`src/sv/sbsf_pkg.sv`:
```
// Shared types, widths and codes of the binned SAH split finder.
// Used by every module of the block; depends on nothing.
`default_nettype none

package sbsf_pkg;

    localparam int COORD_BITS = 24;
    localparam int NUM_BINS   = 16;
    localparam int BIN_W      = $clog2(NUM_BINS);
    localparam int MAX_PRIMS  = 1024;
    localparam int COST_W     = 62;
    localparam int SPAN_W     = COORD_BITS;
    localparam int AREA_W     = 2 * SPAN_W + 3;
    localparam int MUL_W      = (AREA_W + 1) / 2;
    localparam int PROD_W     = 2 * MUL_W;

    localparam logic [COST_W-1:0] COST_MAX = '1;

    localparam logic [1:0] AXIS_X = 2'd0;
    localparam logic [1:0] AXIS_Y = 2'd1;
    localparam logic [1:0] AXIS_Z = 2'd2;

    localparam logic [1:0] ST_SPLIT = 2'd0;
    localparam logic [1:0] ST_FLAT  = 2'd1;
    localparam logic [1:0] ST_NONE  = 2'd2;

    typedef logic signed [COORD_BITS-1:0] coord_t;

    localparam coord_t COORD_HI = {1'b0, {(COORD_BITS - 1){1'b1}}};
    localparam coord_t COORD_LO = {1'b1, {(COORD_BITS - 1){1'b0}}};

    typedef struct packed {
        coord_t lo_x;
        coord_t lo_y;
        coord_t lo_z;
        coord_t hi_x;
        coord_t hi_y;
        coord_t hi_z;
    } box_t;

    typedef struct packed {
        box_t   box;
        coord_t cx;
        coord_t cy;
        coord_t cz;
    } prim_t;

endpackage

`default_nettype wire

```
`src/sv/sbsf_bin_div.sv`:
```
// Bin index unit: restoring division, one quotient bit per cycle, with clamp.
// Depends on sbsf_pkg for coordinate and bin widths.
`default_nettype none

module sbsf_bin_div (
    input  wire logic                          clk,
    input  wire logic                          rst_n,
    input  wire logic                          start,
    input  wire logic [sbsf_pkg::COORD_BITS-1:0] dividend,
    input  wire logic [sbsf_pkg::COORD_BITS-1:0] divisor,
    output logic                               done,
    output logic [sbsf_pkg::BIN_W-1:0]         quotient
);

    localparam int CW = sbsf_pkg::COORD_BITS;
    localparam int BW = sbsf_pkg::BIN_W;
    localparam int SW = $clog2(BW + 1);

    logic          busy_reg;
    logic          done_reg;
    logic          clamp_reg;
    logic [SW-1:0] step_reg;
    logic [CW-1:0] rem_reg;
    logic [CW-1:0] div_reg;
    logic [BW-1:0] quo_reg;
    logic [CW:0]   rem2;
    logic [CW:0]   rem_sub;
    logic          ge;
    logic [BW:0]   quo_next;

    always_comb
    begin
        rem2     = {rem_reg, 1'b0};
        ge       = rem2 >= {1'b0, div_reg};
        rem_sub  = rem2 - {1'b0, div_reg};
        quo_next = {quo_reg, ge};
    end

    always_ff @(posedge clk or negedge rst_n)
    begin
        if (!rst_n)
        begin
            busy_reg  <= 1'b0;
            done_reg  <= 1'b0;
            clamp_reg <= 1'b0;
            step_reg  <= '0;
        end
        else
        begin
            done_reg <= 1'b0;
            if (start)
            begin
                busy_reg  <= 1'b1;
                clamp_reg <= dividend >= divisor;
                step_reg  <= SW'(BW);
            end
            else if (busy_reg)
            begin
                if (clamp_reg || step_reg == SW'(1))
                begin
                    busy_reg <= 1'b0;
                    done_reg <= 1'b1;
                end
                step_reg <= step_reg - 1'b1;
            end
        end
    end

    always_ff @(posedge clk)
    begin
        if (start)
        begin
            rem_reg <= dividend;
            div_reg <= divisor;
            quo_reg <= '0;
        end
        else if (busy_reg)
        begin
            if (clamp_reg)
            begin
                quo_reg <= '1;
            end
            else
            begin
                rem_reg <= ge ? rem_sub[CW-1:0] : rem2[CW-1:0];
                quo_reg <= quo_next[BW-1:0];
            end
        end
    end

    assign done     = done_reg;
    assign quotient = quo_reg;

endmodule

`default_nettype wire

```
`config.mk`:
```
export PLATFORM = sky130hd
export DESIGN_NAME = sbsf_bin_div
export DESIGN_NICKNAME = d
export VERILOG_FILES = /design/src/sv/sbsf_pkg.sv /design/src/sv/sbsf_bin_div.sv
export SDC_FILE = /design/constraint.sdc
export NUM_CORES = 1
export LEC_CHECK = 0
export BUFFER_PORTS_ARGS = -buffer_cell sky130_fd_sc_hd__clkbuf_2
export CORE_MARGIN = 4
export CORE_UTILIZATION = 55
export DETAILED_ROUTE_END_ITERATION = 12
export GPL_TIMING_DRIVEN = 1
export PLACE_DENSITY = 0.8
export SLEW_MARGIN = 20
export SYNTH_ARGS = -nofsm -noshare
export SYNTH_HDL_FRONTEND = slang
export SYNTH_SLANG_ARGS = --single-unit
export TNS_END_PERCENT = 5
```
`constraint.sdc`:
```
create_clock -name clk -period 3.5 [get_ports clk]
set_input_delay 0.525 -clock clk [delete_from_list [all_inputs] [get_ports clk]]
set_output_delay 0.525 -clock clk [all_outputs]
set_load 0.05 [all_outputs]
```
==> results.ini <==
[logic_synthesis]
syn-instance-count=430
netlist_area_sq_um=4259
yosysUniqueCellTypes=57
seq_area_frac_synth_pct=39.25
yosys_register_bits=58
synth_area_leaders=edfxtp_1, ha_1, inv_1
synth-edff-count=48
synth.most_common_cell=inv_1
synthTopCellsByCount=inv_1, ha_1, edfxtp_1, a21oi_1, nor2_1
synth_ff_type=edfxtp_1
synthArstFlopShare_pct=10.34
syn_nets=532
syn-mean-instance-area_sq_um=9.905
netlist.top_cell.by_area=edfxtp_1
yosysTopAreaCellShare_pct=33.84
yosys_warnings=0

[sta]
final-hold-violation-count=0
fmax_ghz=0.3095
worst_pin_slew_ns=0.9369
fin_ws_ns=0.2690
max_slew_margin_pct=37.30
fin_skew_ns=0.01031
min_period_over_period_pct=92.32
rsz0062_at_grt=no
setup_viol=0
fin_crit_ns=3.231
timing.setup.tns_ns=0
maxSlewViolCount=0

[finish]
drive_gt1_share_pct=17.24
syn_to_final_growth_pct=13.57
stdcell_count=592
antennaDiodeCount=0
nets=590
design_area_sq_um=4837

[setup_path]
crit_family=compound AO/OA/AOI/OAI gates
worstPathArrival_ns=3.33
cp_max_fo=25
timing.critical_path.mode_cell=o21ai_4
critical_path_buf_inv_count=0
critPathLaunchType=register
end_kind=register
slowest_stage=o21ai_4
required_ns=3.60
crit_path_cell_trace=ha_1 -> nand2_1 -> o21ai_1 -> o21ai_4 -> o31ai_4 -> a211oi_4 -> o21ai_4 -> mux2i_1 -> mux2_2
max_stage_delay_ns=0.74
crit_type=reg -> reg

[place]
dp_cells=575
numPortBuffers=55
dp_hpwl_microns=6786
place.gp.congestion=0.8530
dpl_worst_slack_ns=0.2972
dpl_cell_area_sq_um=4617

[clocking]
clockBufferDepth=2
cts_root_buf=clkbuf_8
htree_levels=3
path_clk_slew_ns=0.07
ctsHoldBuffers=1
cts_resized=0
cts_setup_buffers=0
numCtsBuffers=9
insertion_delay_ns=0.34
clock-sinks=58
cts_tree=yes

[drt]
drc_errors=0
drt_pass1_iterations=5
drtIter0Drc=225
dr_total_vias=3307
antenna_left=0
vias_per_cell=5.586
avgRoutedWirePerCell_microns=15.00
wirelength_microns=8878

[global_route]
grt_start_max_net_pins=48
grt_overflow=0
grt_pass1_vias=3308
grt_first_pass_wirelength_microns=14750
antenna_found_initial=0
grt_usage_pct=20.74

[floorplanning]
start_util_pct=57.49
dieArea_sq_um=9216
core_sq_um=7408
die_w_microns=96
ioPinCount=56
die_height_microns=96
rows=31

[flow_run]
maxCapViolations=0

[min_path]
hold_path.class=in -> reg

[pwr]
finalPower_mw=3.253
p_leak_nw=2.323
ir_drop_uv=311.2
pwr_density_cell_nw_per_um2=672.5

[run_status]
status=finished clean

## logic make-up (layout without fill, tap and decap cells)
logic type	count (synthesis)	in the layout	synth area share [%]
xor gates and xnor gates	19	19	3.907
and+or+nand+nor	100	100	11.40
AOI/OAI and AO/OA	115	115	19.39
muxes	19	19	4.553
buffers and inverters	68	131	6.345
adders and majority gates	51	51	15.16
DFF	58	58	39.25
## layout make-up
type	count	area, sq um
inverter	57	214.0
tap	99	123.9
timing repair buffer	58	300.3
clock inverter	3	16.27
fill	604	2571
sequential	58	1672
clock buffer	13	191.4
multi-input combinational	304	2320
## layout by cell type (no fill, tap or decap), types with 5 or more instances in the layout
master / n
a211oi_1: 7
a221o_1: 7
xnor2_1: 14
nand3_1: 6
o21ai_1: 6
nor2b_1: 5
dfrtp_1: 6
nor2_1: 36
a21o_1: 20
xor2_1: 5
a21oi_1: 39
edfxtp_1: 48
nand4_1: 6
nor3_1: 10
nand2_1: 16
ha_1: 50
nor3b_1: 6
mux2i_1: 16
clkbuf_8: 10
inv_1: 56
clkbuf_2: 55
o21ai_0: 8
## layer usage
| layer | wire [microns] | track usage, % |
|---|---|---|
| met1 | 3843 | 24.60 |
| met2 | 4466 | 36.92 |
| met4 | 134 | 5.687 |
| met3 | 434 | 5.317 |
| met5 | 0 | 0 |
## metrics by stage
step | utilization [%] | hold WS (ns)
floorplan | - | 0.2294
finish | 65.29 | 0.3668
global placement | 62.32 | 0.3650
global route | 65.29 | 0.3534
detailed placement | 62.32 | 0.3638
CTS | 65.26 | 0.3568
## final timing paths
check                      cells after the start        start  slack, ns           to
setup / recovery                               9   rem_reg[4]       0.27   rem_reg[1]
hold / removal                                 1  divisor[23]       0.37  div_reg[23]
setup reg to reg                               9   rem_reg[4]       0.27   rem_reg[1]
hold reg to reg                                2  quotient[1]       0.49  quotient[1]
max in group asynchronous                      2        rst_n       2.76    clamp_reg
min in group asynchronous                      2        rst_n       0.57  step_reg[2]
## power by group
part | leakage (nW) | internal [mW] | total [mW] | switching (mW)
Sequential | 0.580 | 0.940 | 1.03 | 0.0896
Combinational | 1.63 | 0.709 | 1.59 | 0.882
Clock | 0.110 | 0.361 | 0.633 | 0.272
Total | 2.32 | 2.01 | 3.25 | 1.24
(Power assumes the default switching activity.)
