<file path="config.mk">
export PLATFORM = sky130hd
export DESIGN_NAME = sbsf_cost
export DESIGN_NICKNAME = d
export VERILOG_FILES = /design/src/sv/sbsf_pkg.sv /design/src/sv/sbsf_cost.sv
export SDC_FILE = /design/constraint.sdc
export NUM_CORES = 2
export LEC_CHECK = 0
export BUFFER_PORTS_ARGS = -buffer_cell sky130_fd_sc_hd__buf_2
export CAP_MARGIN = 40
export CORE_UTILIZATION = 50
export CTS_CLUSTER_DIAMETER = 80
export DETAILED_ROUTE_END_ITERATION = 10
export PLACE_DENSITY = 0.76
export SYNTH_ARGS = -nofsm -noshare
export SYNTH_HDL_FRONTEND = slang
export SYNTH_SLANG_ARGS = --single-unit
</file>
<file path="constraint.sdc">
create_clock -name clk -period 9.8 [get_ports clk]
set_input_delay 1.47 -clock clk [delete_from_list [all_inputs] [get_ports clk]]
set_output_delay 1.47 -clock clk [all_outputs]
set_load 0.02 [all_outputs]
</file>
<file path="src/sv/sbsf_pkg.sv">
// Shared types, widths and codes of the binned SAH split finder.
// Used by every module of the block; depends on nothing.
`default_nettype none

package sbsf_pkg;

    localparam int COORD_BITS = 24;
    localparam int NUM_BINS   = 16;
    localparam int BIN_W      = $clog2(NUM_BINS);
    localparam int MAX_PRIMS  = 1024;
    localparam int COST_W     = 62;
    localparam int SPAN_W     = COORD_BITS;
    localparam int AREA_W     = 2 * SPAN_W + 3;
    localparam int MUL_W      = (AREA_W + 1) / 2;
    localparam int PROD_W     = 2 * MUL_W;

    localparam logic [COST_W-1:0] COST_MAX = '1;

    localparam logic [1:0] AXIS_X = 2'd0;
    localparam logic [1:0] AXIS_Y = 2'd1;
    localparam logic [1:0] AXIS_Z = 2'd2;

    localparam logic [1:0] ST_SPLIT = 2'd0;
    localparam logic [1:0] ST_FLAT  = 2'd1;
    localparam logic [1:0] ST_NONE  = 2'd2;

    typedef logic signed [COORD_BITS-1:0] coord_t;

    localparam coord_t COORD_HI = {1'b0, {(COORD_BITS - 1){1'b1}}};
    localparam coord_t COORD_LO = {1'b1, {(COORD_BITS - 1){1'b0}}};

    typedef struct packed {
        coord_t lo_x;
        coord_t lo_y;
        coord_t lo_z;
        coord_t hi_x;
        coord_t hi_y;
        coord_t hi_z;
    } box_t;

    typedef struct packed {
        box_t   box;
        coord_t cx;
        coord_t cy;
        coord_t cz;
    } prim_t;

endpackage

`default_nettype wire

</file>
<file path="src/sv/sbsf_cost.sv">
// Box cost unit: 2 * (xy + yz + zx) * count on one shared registered multiplier.
// Depends on sbsf_pkg for box layout, widths and the saturation limit.
`default_nettype none

module sbsf_cost #(
    parameter int CNT_W = $clog2(sbsf_pkg::MAX_PRIMS + 1)
) (
    input  wire logic                       clk,
    input  wire logic                       rst_n,
    input  wire logic                       start,
    input  wire sbsf_pkg::box_t             box,
    input  wire logic [CNT_W-1:0]           count,
    output logic                            done,
    output logic [sbsf_pkg::COST_W-1:0]     cost
);

    localparam int SPW   = sbsf_pkg::SPAN_W;
    localparam int MW    = sbsf_pkg::MUL_W;
    localparam int PW    = sbsf_pkg::PROD_W;
    localparam int AW    = sbsf_pkg::AREA_W;
    localparam int ACC_W = PW + MW;

    function automatic logic [SPW-1:0] span_of(input sbsf_pkg::coord_t lo,
                                                input sbsf_pkg::coord_t hi);
        logic [sbsf_pkg::COORD_BITS:0] d;
        d = {hi[sbsf_pkg::COORD_BITS-1], hi} - {lo[sbsf_pkg::COORD_BITS-1], lo};
        return (hi > lo) ? d[SPW-1:0] : '0;
    endfunction

    logic             busy_reg;
    logic             done_reg;
    logic [2:0]       step_reg;
    logic [SPW-1:0]   ex_reg;
    logic [SPW-1:0]   ey_reg;
    logic [SPW-1:0]   ez_reg;
    logic [CNT_W-1:0] cnt_reg;
    logic [PW-1:0]    prod_reg;
    logic [AW-1:0]    s2_reg;
    logic [ACC_W-1:0] acc_reg;
    logic [sbsf_pkg::COST_W-1:0] cost_reg;
    logic [MW-1:0]    mul_a;
    logic [MW-1:0]    mul_b;

    always_comb
    begin
        unique case (step_reg)
            3'd0:
            begin
                mul_a = MW'(ex_reg);
                mul_b = MW'(ey_reg);
            end
            3'd1:
            begin
                mul_a = MW'(ey_reg);
                mul_b = MW'(ez_reg);
            end
            3'd2:
            begin
                mul_a = MW'(ez_reg);
                mul_b = MW'(ex_reg);
            end
            3'd4:
            begin
                mul_a = s2_reg[MW-1:0];
                mul_b = MW'(cnt_reg);
            end
            3'd5:
            begin
                mul_a = MW'(s2_reg[AW-1:MW]);
                mul_b = MW'(cnt_reg);
            end
            default:
            begin
                mul_a = '0;
                mul_b = '0;
            end
        endcase
    end

    always_ff @(posedge clk or negedge rst_n)
    begin
        if (!rst_n)
        begin
            busy_reg <= 1'b0;
            done_reg <= 1'b0;
            step_reg <= '0;
        end
        else
        begin
            done_reg <= 1'b0;
            if (start)
            begin
                busy_reg <= 1'b1;
                step_reg <= '0;
            end
            else if (busy_reg)
            begin
                step_reg <= step_reg + 1'b1;
                if (step_reg == 3'd7)
                begin
                    busy_reg <= 1'b0;
                    done_reg <= 1'b1;
                end
            end
        end
    end

    always_ff @(posedge clk)
    begin
        if (start)
        begin
            ex_reg  <= span_of(box.lo_x, box.hi_x);
            ey_reg  <= span_of(box.lo_y, box.hi_y);
            ez_reg  <= span_of(box.lo_z, box.hi_z);
            cnt_reg <= count;
            s2_reg  <= '0;
        end
        else if (busy_reg)
        begin
            prod_reg <= mul_a * mul_b;
            unique case (step_reg)
                3'd1, 3'd2, 3'd3:
                begin
                    s2_reg <= s2_reg + (AW'(prod_reg) << 1);
                end
                3'd5:
                begin
                    acc_reg <= ACC_W'(prod_reg);
                end
                3'd6:
                begin
                    acc_reg <= acc_reg + (ACC_W'(prod_reg) << MW);
                end
                3'd7:
                begin
                    cost_reg <= (acc_reg > ACC_W'(sbsf_pkg::COST_MAX)) ?
                                sbsf_pkg::COST_MAX : acc_reg[sbsf_pkg::COST_W-1:0];
                end
                default:
                begin
                end
            endcase
        end
    end

    assign done = done_reg;
    assign cost = cost_reg;

endmodule

`default_nettype wire

</file>
==> results.md <==
- Core Util, Final: between 50% and 60%
- Final worst slack: about 390 ps
- Area fraction of the dominant cell type after synthesis: between 20% and 30%
- WP data arrival: ~10000 ps
- Global-route wire length before repair: 195,000 µm
- Synth Instances: ~4,800
- Synth area leaders: fa_1 25%, edfxtp_1 19%, ha_1 11%
- Shortest period the worst path allows: 9410 ps
- Synth area leader: fa_1
- CTS tree: done
- Largest net degree at the start of global routing: 76
- Post-CTS sizing: 0
- Max Cap Viol: 0
- Synth Cell Area: 42,400 µm²
- Avg Inst Size Synth: between 8 and 9 µm²
- Hold WS: 501 ps
- Largest register FFs: 78
- EDFF count, synth: roughly 280
- Most common flop cell mapped by yosys: edfxtp_1
- Share of cells above drive strength 1: a little under a tenth
- Die ar.: 86,000 µm²
- Clk buf depth: 3
- Die W: between 200 and 300 µm
- Row cnt: roughly 110
- Most common cell after layout, fill and taps aside: inv_1
- Yosys warnings: 0
- Worst-path fanout max: 14
- Core area: about 84,000 µm²
- Async SR Flop Fraction: 1.52%
- Total track usage: 29.4%
- Clk slew on worst S/H paths: about 60 ps
- DR iter-0 viols: between 3,000 and 4,000
- Unrepaired setup endpoints after global routing: false
- Post-CTS Hold Fix Bufs: 0
- GP Congestion: about 1.0
- Skew-Pair Late Insertion Delay: about 590 ps
- DP Worst Slack: roughly 650 ps
- Die H: 293 µm
- GRT overflow: 0
- Seq cells post-synth: 330
- Layout Nets: between 5,000 and 6,000
- Initial Util: between 50% and 60%
- Count of pins over their slew limit: 0
- Postcts setup bufs: 0
- H-Tree Level Count: 2
- TritonRoute pass-1 iters: 6
- WP data required: ~10,000 ps
- DRC: 0
- Antenna-violating nets left: 0
- Vias per cell: ~5.8
- Normalized max-slew margin: 33.6%
- Io pins: around 220
- Critical Path Start Type: register
- CP Class: register to register
- Status: finished, final reports clean
- Fin. Hold Viols: 0
- Post-Route WL: 125,000 µm
- CP peak stage delay: ~600 ps
- Final setup fails: 0
- Clock skew: between 20 and 25 ps
- Fin crit share: 96.0%
- Initial antenna violation count: 5
- Layout area overhead: 9.41%
- Root Driver: clkbuf_16
- Seq/Total Area, Yosys: 22.1%
- Slew @ Worst Pin: between 900 and 1000 ps
- Vias in the first global route: between 30,000 and 40,000
- Critical Path End Type: register
- Average wire per standard cell: between 20 and 25 µm
- Setup TNS: 0 ps
- CP max-delay cell: nand4_1
- DP HPWL: 101,000 µm
- Vias: approximately 35,000
- Worst hold path type: register to register
- Num Clock Sinks: 330
- Fmax: 106 MHz
- Cell mode on critical path: fa_1
- Number of buffers created by CTS: 39
- Unique cell type count in the Yosys netlist: approximately 80
- Most frequent cells in the layout: 778 x inv_1, 706 x nand2_1, 533 x fa_1
- Port Buffers: 220
critical path: cells and delay by family, from the launching register on:
family / cells / cell delay, ps
buffers and inverters: 8 / 840
xor gates and xnor gates: 1 / 150
adders and majority gates: 9 / 4390
AOI/OAI and AO/OA: 6 / 1380
and+or+nand+nor: 7 / 1980
DFF: 1 / 420
stage by stage:
step	area [µm²]	cells
6_report	46400	6092
4_1_cts	46400	6090
2_1_floorplan	42500	4787
5_1_grt	46400	6090
3_3_place_gp	44900	6014
3_5_place_dp	45000	6019
path summary, 6_finish.rpt:
path / end / cells after the start / slack, ps / from
min in group asynchronous: done / 1 / 730 / rst_n
min: s2_reg[28] / 2 / 500 / s2_reg[28]
max reg2reg: prod_reg[46] / 31 / 390 / step_reg[0]
max: prod_reg[46] / 31 / 390 / step_reg[0]
min reg2reg: s2_reg[28] / 2 / 500 / s2_reg[28]
max in group asynchronous: step_reg[0] / 1 / 8900 / rst_n
final cells by class:
cell class | count | area (µm²)
Fill cell | 7553 | 37400
Clock buffer | 48 | 1030
Clock inverter | 23 | 342
Inverter | 779 | 2920
Multi-Input combinational cell | 3471 | 29500
Timing Repair Buffer | 305 | 1830
Tap cell | 1134 | 1420
Antenna cell | 2 | 5.00
Sequential cell | 330 | 9380
cells by family after synthesis:
logic type,Yosys count,share of synthesized area [%]
AND/OR/NAND/NOR,1515,16.1
buffers and inverters,986,8.77
adder cells (fa/ha/maj),895,35.9
AO/OA/AOI/OAI,857,13.5
flip-flops,330,22.1
XOR/XNOR,170,3.51
multiplexers,7,0.174
other,2,0.0177
synth_stat cells (all sizes together) (36+ instances only):
master and count:
xor2 72, or2 71, ha 362, nand2 707
xnor2 98, fa 533, nor2 341, o21ai 147
a21oi 233, edfxtp 275, nand3 58, and3 36
and2 90, clkbuf 188, inv 779, dfxtp 50
nor3 52, a21o 171, nand4 52
per-layer routing:
| metal | track usage, % | wire [µm] | vias to the layer above | share of wire (%) |
|---|---|---|---|---|
| met1 | 38.3 | 49500 | 17032 | 39 |
| met4 | 11.7 | 5970 | 4 | 4.8 |
| li1 | - | - | 15931 | - |
| met5 | 0 | 24 | - | 0.019 |
| met3 | 7.90 | 14600 | 371 | 12 |
| met2 | 46.5 | 55300 | 1846 | 44 |
Power is left out: the tool's default activity adds up to more than one toggle a clock period on the data nets, which glitch-free logic cannot reach.
